--- config.mk ---
export PLATFORM = sky130hd
export DESIGN_NAME = command_slot_tracker_unit
export DESIGN_NICKNAME = d
export VERILOG_FILES = /design/src/hw/rtl/cst_pkg.sv /design/src/hw/rtl/command_slot_tracker_unit.sv /design/src/hw/rtl/cst_ram.sv /design/src/hw/rtl/cst_mask_unit.sv
export SDC_FILE = /design/constraint.sdc
export NUM_CORES = 2
export LEC_CHECK = 0
export BUFFER_PORTS_ARGS = -buffer_cell sky130_fd_sc_hd__clkbuf_2
export CAP_MARGIN = 30
export CORE_MARGIN = 3
export CORE_UTILIZATION = 30
export CTS_BUF_LIST = sky130_fd_sc_hd__clkbuf_8
export CTS_CLUSTER_SIZE = 24
export DETAILED_ROUTE_END_ITERATION = 8
export SETUP_SLACK_MARGIN = 0.3
export SLEW_MARGIN = 25
export SYNTH_ARGS = -nofsm -noshare
export SYNTH_HDL_FRONTEND = slang
export SYNTH_SLANG_ARGS = --single-unit
--- constraint.sdc ---
create_clock -name clk -period 10.2 [get_ports clk]
set_clock_uncertainty 0.1 [all_clocks]
set_input_delay 1.02 -clock clk [delete_from_list [all_inputs] [get_ports clk]]
set_output_delay 1.02 -clock clk [all_outputs]
set_load 0.03 [all_outputs]
--- src/hw/rtl/cst_pkg.sv ---
// Shared types, codes and helper functions for the command slot tracker.
package cst_pkg;

	localparam int MAX_SLOTS = 32;
	localparam int SLOT_W    = $clog2(MAX_SLOTS) > 0 ? $clog2(MAX_SLOTS) : 1;
	localparam int CNT_W     = 6;
	localparam int DATA_W    = 32;
	localparam int CFG_IDX_W = 2;

	// Item actions
	localparam logic [1:0] ACT_ISSUE  = 2'd0;
	localparam logic [1:0] ACT_SET    = 2'd1;
	localparam logic [1:0] ACT_SCAN   = 2'd2;
	localparam logic [1:0] ACT_RETIRE = 2'd3;

	// Configuration register indexes
	localparam logic [CFG_IDX_W-1:0] CFG_SLOT_COUNT = 2'd0;
	localparam logic [CFG_IDX_W-1:0] CFG_IRQ_EN     = 2'd1;

	localparam logic [CNT_W-1:0]  SLOT_COUNT_RST = 6'd32;
	localparam logic [DATA_W-1:0] IRQ_EN_RST     = 32'h7800_002F;
	localparam logic [DATA_W-1:0] FATAL_BITS     = 32'h7800_0000;

	typedef struct packed {
		logic [1:0]        action;
		logic              use_ncq;
		logic [4:0]        slot_sel;
		logic [DATA_W-1:0] byte_count;
		logic [DATA_W-1:0] hw_issue_mask;
		logic [DATA_W-1:0] hw_active_mask;
		logic              task_file_err;
		logic [DATA_W-1:0] raw_irq_status;
	} in_beat_t;

	typedef struct packed {
		logic              granted;
		logic [4:0]        slot_num;
		logic [DATA_W-1:0] doorbell_mask;
		logic [DATA_W-1:0] active_set_mask;
		logic              completion_valid;
		logic              io_error;
		logic [DATA_W-1:0] byte_result;
		logic              port_error;
		logic [DATA_W-1:0] irq_ack;
		logic              last;
	} out_beat_t;

	// Update request into the slot mask unit
	typedef struct packed {
		logic        issue_en;
		logic        use_ncq;
		logic        retire_en;
		logic [4:0]  retire_slot;
	} mask_req_t;

	// Issue grant from the slot mask unit
	typedef struct packed {
		logic        ok;
		logic [4:0]  slot;
	} grant_t;

	// Lowest set bit; all-zero input gives the top slot index
	function automatic logic [4:0] lowest_bit(input logic [DATA_W-1:0] v);
		logic [4:0] idx;
		idx = 5'd31;
		for (int i = DATA_W - 1; i >= 0; i--) begin
			if (v[i]) begin
				idx = 5'(i);
			end
		end
		return idx;
	endfunction

	// Mask of the n lowest bits, n up to 32
	function automatic logic [DATA_W-1:0] low_mask(input logic [CNT_W-1:0] n);
		logic [DATA_W:0] m;
		m = ((DATA_W+1)'(1) << n) - (DATA_W+1)'(1);
		return m[DATA_W-1:0];
	endfunction

endpackage

--- src/hw/rtl/command_slot_tracker_unit.sv ---
// Top level of the command slot tracker: control, config and byte-count RAM.
//
// channel  direction  handshake              payload
// in       input      in_valid / in_ready    in_data   (cst_pkg::in_beat_t)
// out      output     out_valid / out_ready  out_data  (cst_pkg::out_beat_t)
// cfg      input      cfg_valid / cfg_ready  cfg_index, cfg_data
//
// Issue, set-bytes and retire are handled in the idle state; an item is taken when the
// control is idle and the output register is free or being drained.
// A scan with N completions primes with one RAM read, then gives one result per cycle
// while the output is not stalled, paced by the registered read of the byte-count RAM.
// A scan with nothing complete gives its single result without a RAM read.
// Reset clears the masks and the byte-count valid bits and loads the config defaults.
// A stalled output holds the scan; the config port is always ready.
module command_slot_tracker_unit (
	input  logic                            clk,
	input  logic                            arst_n,
	input  logic                            in_valid,
	output logic                            in_ready,
	input  cst_pkg::in_beat_t               in_data,
	output logic                            out_valid,
	input  logic                            out_ready,
	output cst_pkg::out_beat_t              out_data,
	input  logic                            cfg_valid,
	output logic                            cfg_ready,
	input  logic [cst_pkg::CFG_IDX_W-1:0]   cfg_index,
	input  logic [cst_pkg::DATA_W-1:0]      cfg_data
);

	localparam logic [1:0] ST_IDLE = 2'd0;
	localparam logic [1:0] ST_READ = 2'd1;
	localparam logic [1:0] ST_LOAD = 2'd2;

	logic [1:0]                  state_q;
	logic [cst_pkg::CNT_W-1:0]   slot_count_q;
	logic [cst_pkg::DATA_W-1:0]  irq_en_q;
	logic [cst_pkg::CNT_W-1:0]   eff_slots;
	logic [cst_pkg::DATA_W-1:0]  bvld_q;

	logic                        in_fire;
	logic                        out_free;
	cst_pkg::mask_req_t          mreq;
	cst_pkg::grant_t             grant;
	logic [cst_pkg::DATA_W-1:0]  done_mask;

	// Scan context
	logic [cst_pkg::DATA_W-1:0]  done_q;
	logic [cst_pkg::DATA_W-1:0]  is_q;
	logic                        perr_q;
	logic                        tferr_q;
	logic [cst_pkg::DATA_W-1:0]  scan_is;
	logic                        scan_perr;

	// RAM read stage
	logic                        rd_en;
	logic [4:0]                  rd_slot;
	logic [4:0]                  slot_s1;
	logic                        vld_s1;
	logic [cst_pkg::DATA_W-1:0]  rd_data;
	logic                        wr_en;

	cst_pkg::out_beat_t          out_q;
	logic                        out_valid_q;
	cst_pkg::out_beat_t          issue_beat;
	cst_pkg::out_beat_t          empty_beat;
	cst_pkg::out_beat_t          comp_beat;

	// Config port
	assign cfg_ready = 1'b1;

	always_ff @(posedge clk or negedge arst_n) begin
		if (!arst_n) begin
			slot_count_q <= cst_pkg::SLOT_COUNT_RST;
			irq_en_q     <= cst_pkg::IRQ_EN_RST;
		end else if (cfg_valid) begin
			unique case (cfg_index)
				cst_pkg::CFG_SLOT_COUNT: slot_count_q <= cfg_data[cst_pkg::CNT_W-1:0];
				cst_pkg::CFG_IRQ_EN:     irq_en_q     <= cfg_data;
				default: ;
			endcase
		end
	end

	assign eff_slots = (slot_count_q > cst_pkg::CNT_W'(cst_pkg::MAX_SLOTS))
		? cst_pkg::CNT_W'(cst_pkg::MAX_SLOTS) : slot_count_q;

	// Handshakes
	assign out_free  = !out_valid_q || out_ready;
	assign in_ready  = (state_q == ST_IDLE) && out_free;
	assign in_fire   = in_valid && in_ready;
	assign out_valid = out_valid_q;
	assign out_data  = out_q;

	// Mask unit requests
	assign mreq.issue_en    = in_fire && (in_data.action == cst_pkg::ACT_ISSUE);
	assign mreq.use_ncq     = in_data.use_ncq;
	assign mreq.retire_en   = in_fire && (in_data.action == cst_pkg::ACT_RETIRE);
	assign mreq.retire_slot = in_data.slot_sel;

	cst_mask_unit u_masks (
		.clk            (clk),
		.arst_n         (arst_n),
		.req            (mreq),
		.hw_issue_mask  (in_data.hw_issue_mask),
		.hw_active_mask (in_data.hw_active_mask),
		.eff_slots      (eff_slots),
		.grant          (grant),
		.done_mask      (done_mask)
	);

	// Byte-count store; entries never written read as zero via bvld_q
	assign wr_en = in_fire && (in_data.action == cst_pkg::ACT_SET)
		&& ({1'b0, in_data.slot_sel} < eff_slots);
	assign rd_slot = cst_pkg::lowest_bit(done_q);
	assign rd_en   = (state_q == ST_READ)
		|| ((state_q == ST_LOAD) && out_free && (done_q != '0));

	cst_ram #(
		.WIDTH (cst_pkg::DATA_W),
		.DEPTH (cst_pkg::MAX_SLOTS)
	) u_bytes (
		.clk     (clk),
		.wr_en   (wr_en),
		.wr_addr (in_data.slot_sel),
		.wr_data (in_data.byte_count),
		.rd_en   (rd_en),
		.rd_addr (rd_slot),
		.rd_data (rd_data)
	);

	always_ff @(posedge clk or negedge arst_n) begin
		if (!arst_n) begin
			bvld_q <= '0;
		end else if (wr_en) begin
			bvld_q[in_data.slot_sel] <= 1'b1;
		end
	end

	always_ff @(posedge clk) begin
		if (rd_en) begin
			slot_s1 <= rd_slot;
			vld_s1  <= bvld_q[rd_slot];
		end
	end

	// Result beats
	assign scan_is   = in_data.raw_irq_status & irq_en_q;
	assign scan_perr = (scan_is & cst_pkg::FATAL_BITS) != '0;

	always_comb begin
		issue_beat                 = '0;
		issue_beat.granted         = grant.ok;
		issue_beat.slot_num        = grant.ok ? grant.slot : 5'd0;
		issue_beat.doorbell_mask   = grant.ok ? (cst_pkg::DATA_W'(1) << grant.slot) : '0;
		issue_beat.active_set_mask = (grant.ok && in_data.use_ncq)
			? (cst_pkg::DATA_W'(1) << grant.slot) : '0;
		issue_beat.last            = 1'b1;

		empty_beat            = '0;
		empty_beat.port_error = scan_perr;
		empty_beat.irq_ack    = scan_is;
		empty_beat.last       = 1'b1;

		comp_beat                  = '0;
		comp_beat.slot_num         = slot_s1;
		comp_beat.completion_valid = 1'b1;
		comp_beat.io_error         = tferr_q;
		comp_beat.byte_result      = (tferr_q || !vld_s1) ? '0 : rd_data;
		comp_beat.port_error       = perr_q;
		comp_beat.irq_ack          = is_q;
		comp_beat.last             = (done_q == '0);
	end

	// Control sequencer
	always_ff @(posedge clk or negedge arst_n) begin
		if (!arst_n) begin
			state_q     <= ST_IDLE;
			out_valid_q <= 1'b0;
			done_q      <= '0;
		end else begin
			if (out_ready) begin
				out_valid_q <= 1'b0;
			end
			unique case (state_q)
				ST_IDLE: begin
					if (in_fire && (in_data.action == cst_pkg::ACT_ISSUE)) begin
						out_valid_q <= 1'b1;
					end else if (in_fire && (in_data.action == cst_pkg::ACT_SCAN)) begin
						done_q <= done_mask;
						if (done_mask == '0) begin
							out_valid_q <= 1'b1;
						end else begin
							state_q <= ST_READ;
						end
					end
				end
				ST_READ: begin
					done_q  <= done_q & ~(cst_pkg::DATA_W'(1) << rd_slot);
					state_q <= ST_LOAD;
				end
				ST_LOAD: begin
					if (out_free) begin
						out_valid_q <= 1'b1;
						if (done_q != '0) begin
							done_q <= done_q & ~(cst_pkg::DATA_W'(1) << rd_slot);
						end else begin
							state_q <= ST_IDLE;
						end
					end
				end
				default: state_q <= ST_IDLE;
			endcase
		end
	end

	// Payload registers
	always_ff @(posedge clk) begin
		if (in_fire && (in_data.action == cst_pkg::ACT_ISSUE)) begin
			out_q <= issue_beat;
		end else if (in_fire && (in_data.action == cst_pkg::ACT_SCAN)) begin
			is_q    <= scan_is;
			perr_q  <= scan_perr;
			tferr_q <= in_data.task_file_err;
			out_q   <= empty_beat;
		end else if ((state_q == ST_LOAD) && out_free) begin
			out_q <= comp_beat;
		end
	end

`ifndef SYNTHESIS
	a_busy_blocks_input: assert property (@(posedge clk) disable iff (!arst_n)
		(state_q != ST_IDLE) |-> !in_ready)
		else $error("input taken during scan");
	a_read_has_work: assert property (@(posedge clk) disable iff (!arst_n)
		(state_q == ST_READ) |-> (done_q != '0))
		else $error("scan read with no completed slot");
	a_grant_onehot: assert property (@(posedge clk) disable iff (!arst_n)
		(out_valid_q && out_q.granted) |-> ($onehot(out_q.doorbell_mask)
		&& !out_q.completion_valid))
		else $error("bad issue result");
	a_scan_ends_last: assert property (@(posedge clk) disable iff (!arst_n)
		((state_q == ST_LOAD) && out_free && (done_q == '0)) |=> (out_valid_q && out_q.last))
		else $error("final completion not marked last");
`endif

endmodule

--- src/hw/rtl/cst_ram.sv ---
// Generic single-port-write, single-port-read RAM with registered read data.
module cst_ram #(
	parameter int WIDTH = 32,
	parameter int DEPTH = 32
) (
	input  logic                     clk,
	input  logic                     wr_en,
	input  logic [$clog2(DEPTH)-1:0] wr_addr,
	input  logic [WIDTH-1:0]         wr_data,
	input  logic                     rd_en,
	input  logic [$clog2(DEPTH)-1:0] rd_addr,
	output logic [WIDTH-1:0]         rd_data
);

	logic [WIDTH-1:0] mem_q [DEPTH];

	always_ff @(posedge clk) begin
		if (wr_en) begin
			mem_q[wr_addr] <= wr_data;
		end
		if (rd_en) begin
			rd_data <= mem_q[rd_addr];
		end
	end

endmodule

--- src/hw/rtl/cst_mask_unit.sv ---
// Pending and queued slot masks: free-slot search, completion mask, updates.
module cst_mask_unit (
	input  logic                      clk,
	input  logic                      arst_n,
	input  cst_pkg::mask_req_t        req,
	input  logic [cst_pkg::DATA_W-1:0] hw_issue_mask,
	input  logic [cst_pkg::DATA_W-1:0] hw_active_mask,
	input  logic [cst_pkg::CNT_W-1:0]  eff_slots,
	output cst_pkg::grant_t           grant,
	output logic [cst_pkg::DATA_W-1:0] done_mask
);

	logic [cst_pkg::DATA_W-1:0] pending_q;
	logic [cst_pkg::DATA_W-1:0] queued_q;
	logic [cst_pkg::DATA_W-1:0] free_mask;
	logic [cst_pkg::DATA_W-1:0] grant_bit;
	logic [cst_pkg::DATA_W-1:0] retire_bit;

	// Free slots: clear in both snapshots and not pending, below slot count
	assign free_mask = ~(hw_active_mask | hw_issue_mask | pending_q)
		& cst_pkg::low_mask(eff_slots);
	assign grant.ok   = (free_mask != '0);
	assign grant.slot = cst_pkg::lowest_bit(free_mask);
	assign grant_bit  = cst_pkg::DATA_W'(1) << grant.slot;
	assign retire_bit = cst_pkg::DATA_W'(1) << req.retire_slot;

	// Completed: pending and clear in the snapshot that tracks the slot
	assign done_mask = (pending_q & ~queued_q & ~hw_issue_mask)
		| (pending_q & queued_q & ~hw_active_mask);

	always_ff @(posedge clk or negedge arst_n) begin
		if (!arst_n) begin
			pending_q <= '0;
			queued_q  <= '0;
		end else if (req.issue_en && grant.ok) begin
			pending_q <= pending_q | grant_bit;
			if (req.use_ncq) begin
				queued_q <= queued_q | grant_bit;
			end
		end else if (req.retire_en) begin
			pending_q <= pending_q & ~retire_bit;
			queued_q  <= queued_q & ~retire_bit;
		end
	end

`ifndef SYNTHESIS
	a_queued_is_pending: assert property (@(posedge clk) disable iff (!arst_n)
		(queued_q & ~pending_q) == '0)
		else $error("queued slot not pending");
	a_grant_in_range: assert property (@(posedge clk) disable iff (!arst_n)
		grant.ok |-> ({1'b0, grant.slot} < eff_slots))
		else $error("grant beyond slot count");
	a_issue_sets_pending: assert property (@(posedge clk) disable iff (!arst_n)
		(req.issue_en && grant.ok) |=> pending_q[$past(grant.slot)])
		else $error("granted slot not marked pending");
`endif

endmodule

==> results by group <==
Timing
  – Slew @ Worst Pin: 1.11 ns
  – Max Freq: 184 MHz
  – Final Cycle Share: 0.534
  – Fin. Hold Viols: 0
  – Rel. slew slack: 0.262
  – Finish-stage setup viols: 0
  – Fin crit period: 5.44 ns
  – Setup TNS: 0 ns
  – Final Max Slew Viols: 0
  – Unrepaired setup endpoints after global routing: no

Clock tree
  – CTS Sinks: 1,403
  – H-tree depth: 4
  – Clk slew on worst S/H paths: 0.06 ns
  – CTS tree: done
  – Clock buffer depth: 3
  – Root Buffer: clkbuf_8
  – Num CTS Buffers: 224
  – Worst-Skew Late Latency: 0.97 ns
  – CTS resizes: 0

Routing
  – Via density: 5.49
  – Starting DRT DRC Count: 4,166
  – Drt wl/cell: 26.2 µm
  – Vias: 41,100
  – Top Layer Used: met5
  – DRT antenna net count: 0
  – Routed met2 length: 90.6 mm
  – DRC Markers: 0
  – Routed WL: 196 mm
  – M1 WL: 79.6 mm
  – Metal3 WL: 16.8 mm
  – DRT Pass-1 Iters: 8

Floorplan
  – Row count: 160
  – Die height: 445 µm
  – I/O pins: 317
  – Die area: 198,000 µm²
  – Initial Util: 0.303
  – Chip width: 445 µm
  – Core Area: 191,000 µm²

GRT
  – Global-route wire length before repair: 281 mm
  – Total GRT Usage: 0.191
  – Gr ovfl total: 0
  – Vias in the first global route: 39,400
  – Largest net degree at the start of global routing: 153
  – Initial antenna violation count: 18

Finish
  – Syn-to-layout area delta: 15.5%
  – NumNets Final: 4,968
  – Seq. cell area: 40,600 µm²
  – Post-route cell area: 66,800 µm²
  – Area of the multi-input gates: 16,200 µm²
  – Util after Layout: 0.350
  – # fillers: 18,500
  – Share of layout cells above drive strength 1: 0.169

Worst setup path
  – Crit Path Class: reg -> reg
  – Slowest CP cell: nand2_1
  – CP bufs+invs: 4
  – Kind of start point of the critical path: flip-flop
  – Critical path peak fanout: 133
  – Worst path cell trace: buf_4, inv_2, o311ai_0, a311o_1, and2_4, buf_12, nand2_1, buf_4, or3_1, o311ai_0, a22oi_1, o211a_1
  – Crit-path leading delay family: buffers and inverters
  – Slowest stage delay, CP: 0.67 ns
  – Crit. End Element: flip-flop
  – Worst Path Arrival: 6.02 ns
  – Data required time at the worst endpoint: 10.77 ns

Placed design
  – I/O Buffers: 315
  – GPL Wtd Cong: 0.959
  – Placed wire-length estimate: 111 mm
  – Placed cell area: 62,400 µm²

Flow run
  – MaxCap Viol Count: 0

Yosys
  – Post-Syn Nets: 4,663
  – Synth warnings: 0
  – Sequential fraction of the synthesis area: 0.702
  – FFs w/ async S/R, synth: 0.120
  – Synthesized cell area: 57,800 µm²
  – Prevailing post-synth register cell: edfxtp_1
  – Post-synth EDFFs: 1,166
  – Synthesized instance count: 4,479
  – Number of synthesized register bits: 1,403
  – Cell variety after synth: 96
  – Syn Area/Cell: 12.9 µm²

Status
  – Outcome: complete, no violations

Worst hold path
  – Hold Path Class: in -> reg
registers in the layout, summed over array words and instances, names as in the netlist, 2 cells and up:
name / cells
bvld_q: 32
done_q: 32
irq_en_q: 32
is_q: 32
out_data: 138
slot_count_q: 6
slot_s1: 5
state_q: 2
u_bytes.mem_q: 1024
u_bytes.rd_data: 32
u_masks.pending_q: 32
u_masks.queued_q: 32
cell families after synthesis:
family,after synthesis,share of synthesized area
AO/OA/AOI/OAI,1200,0.137
adder cells (fa/ha/maj),8,0.00173
buffers and inverters,353,0.0241
flip-flops,1403,0.702
multiplexers,124,0.0225
other,1,0.0000648
AND/OR/NAND/NOR,1390,0.113
metal layers:
layer,vias up,global-route usage
met5,-,0
li1,17900,-
met1,20700,0.255
met3,405,0.0381
met2,2083,0.302
met4,10,0.0823
cells in the final DEF (no fill, tap or decap), drive strengths merged, types with 18 or more instances in the layout:
cell,count
buf,95
o32ai,70
nand3,77
dfxtp,68
a21oi,240
a21o,18
a31oi,197
and2,45
nand4,21
edfxtp,1166
or4,45
o21ai,291
a22o,36
nor2b,19
nand2,591
mux2i,77
nor4,36
o211ai,20
o22ai,18
or3,55
and3,49
dfrtp,159
a2111oi,26
o21bai,39
clkbuf,548
mux2,47
o31ai,29
o311ai,29
nor2,261
a22oi,31
inv,113
nor3,136
clkinv,80
cell usage after synthesis (11+ instances only):
cell type  count  share of area
edfxtp_1    1166           0.61
nand2_1      589          0.038
nor2_1       261          0.017
o21ai_0      257          0.022
clkbuf_1     254          0.016
a21oi_1      240          0.021
a31oi_1      197          0.021
dfrtp_1      159          0.069
nor3_1       132          0.011
mux2i_1       77          0.013
nand3_1       77         0.0067
o32ai_1       70          0.011
dfxtp_1       68          0.024
or3_1         54         0.0058
and3_1        49         0.0053
buf_1         47         0.0030
mux2_2        47         0.0091
and2_1        45         0.0049
or4_1         44         0.0057
o21bai_1      39         0.0051
a22o_1        36         0.0055
nor4_1        34         0.0037
a22oi_1       31         0.0040
o21ai_1       30         0.0026
o311ai_0      29         0.0044
o31ai_1       29         0.0038
buf_2         23         0.0020
inv_1         21         0.0014
nand4_1       21         0.0023
a2111oi_0     20         0.0030
o211ai_1      20         0.0026
a21o_1        18         0.0023
nor2b_1       18         0.0019
o22ai_1       18         0.0019
a221oi_1      16         0.0024
and4_1        16         0.0024
o41ai_1       16         0.0024
o31a_1        15         0.0023
o221ai_1      14         0.0021
a21boi_0      13         0.0017
nand2b_1      12         0.0013
o211a_1       11         0.0019
path summary, 6_finish.rpt:
check | startpoint | end | slack [ns] | cells after the start
setup / recovery | done_q[0] | u_bytes.rd_data[25] | 4.76 | 12
hold / removal | in_data[32] | tferr_q | 0.14 | 1
setup reg to reg | done_q[0] | u_bytes.rd_data[25] | 4.76 | 12
hold reg to reg | u_bytes.rd_data[2] | out_data[36] | 0.33 | 1
max in group asynchronous | arst_n | bvld_q[1] | 8.08 | 3
min in group asynchronous | arst_n | slot_count_q[3] | 0.50 | 2
through the flow:
stage	hold slack, ns	setup WS (ns)	cells
3_5_place_dp	0.345	4.75	7066
6_report	0.141	4.76	7486
3_3_place_gp	0.346	4.82	7066
2_1_floorplan	0.336	5.49	4479
5_1_grt	0.0654	4.48	7484
4_1_cts	0.0469	4.73	7481
cell type report:
class,count,area share
Antenna cell,3,0.000112
Clock buffer,234,0.0482
Clock inverter,180,0.0176
Inverter,22,0.00144
Multi-Input combinational cell,2723,0.242
Sequential cell,1403,0.608
Tap cell,2511,0.0470
Timing Repair Buffer,410,0.0357
timing repair:
action,4_1_cts,5_1_grt
hold buffers,1,0
hold endpoints to repair,39,0
setup buffers,0,0
Power is left out: the tool's default activity adds up to more than one toggle a clock period on the data nets, which glitch-free logic cannot reach.
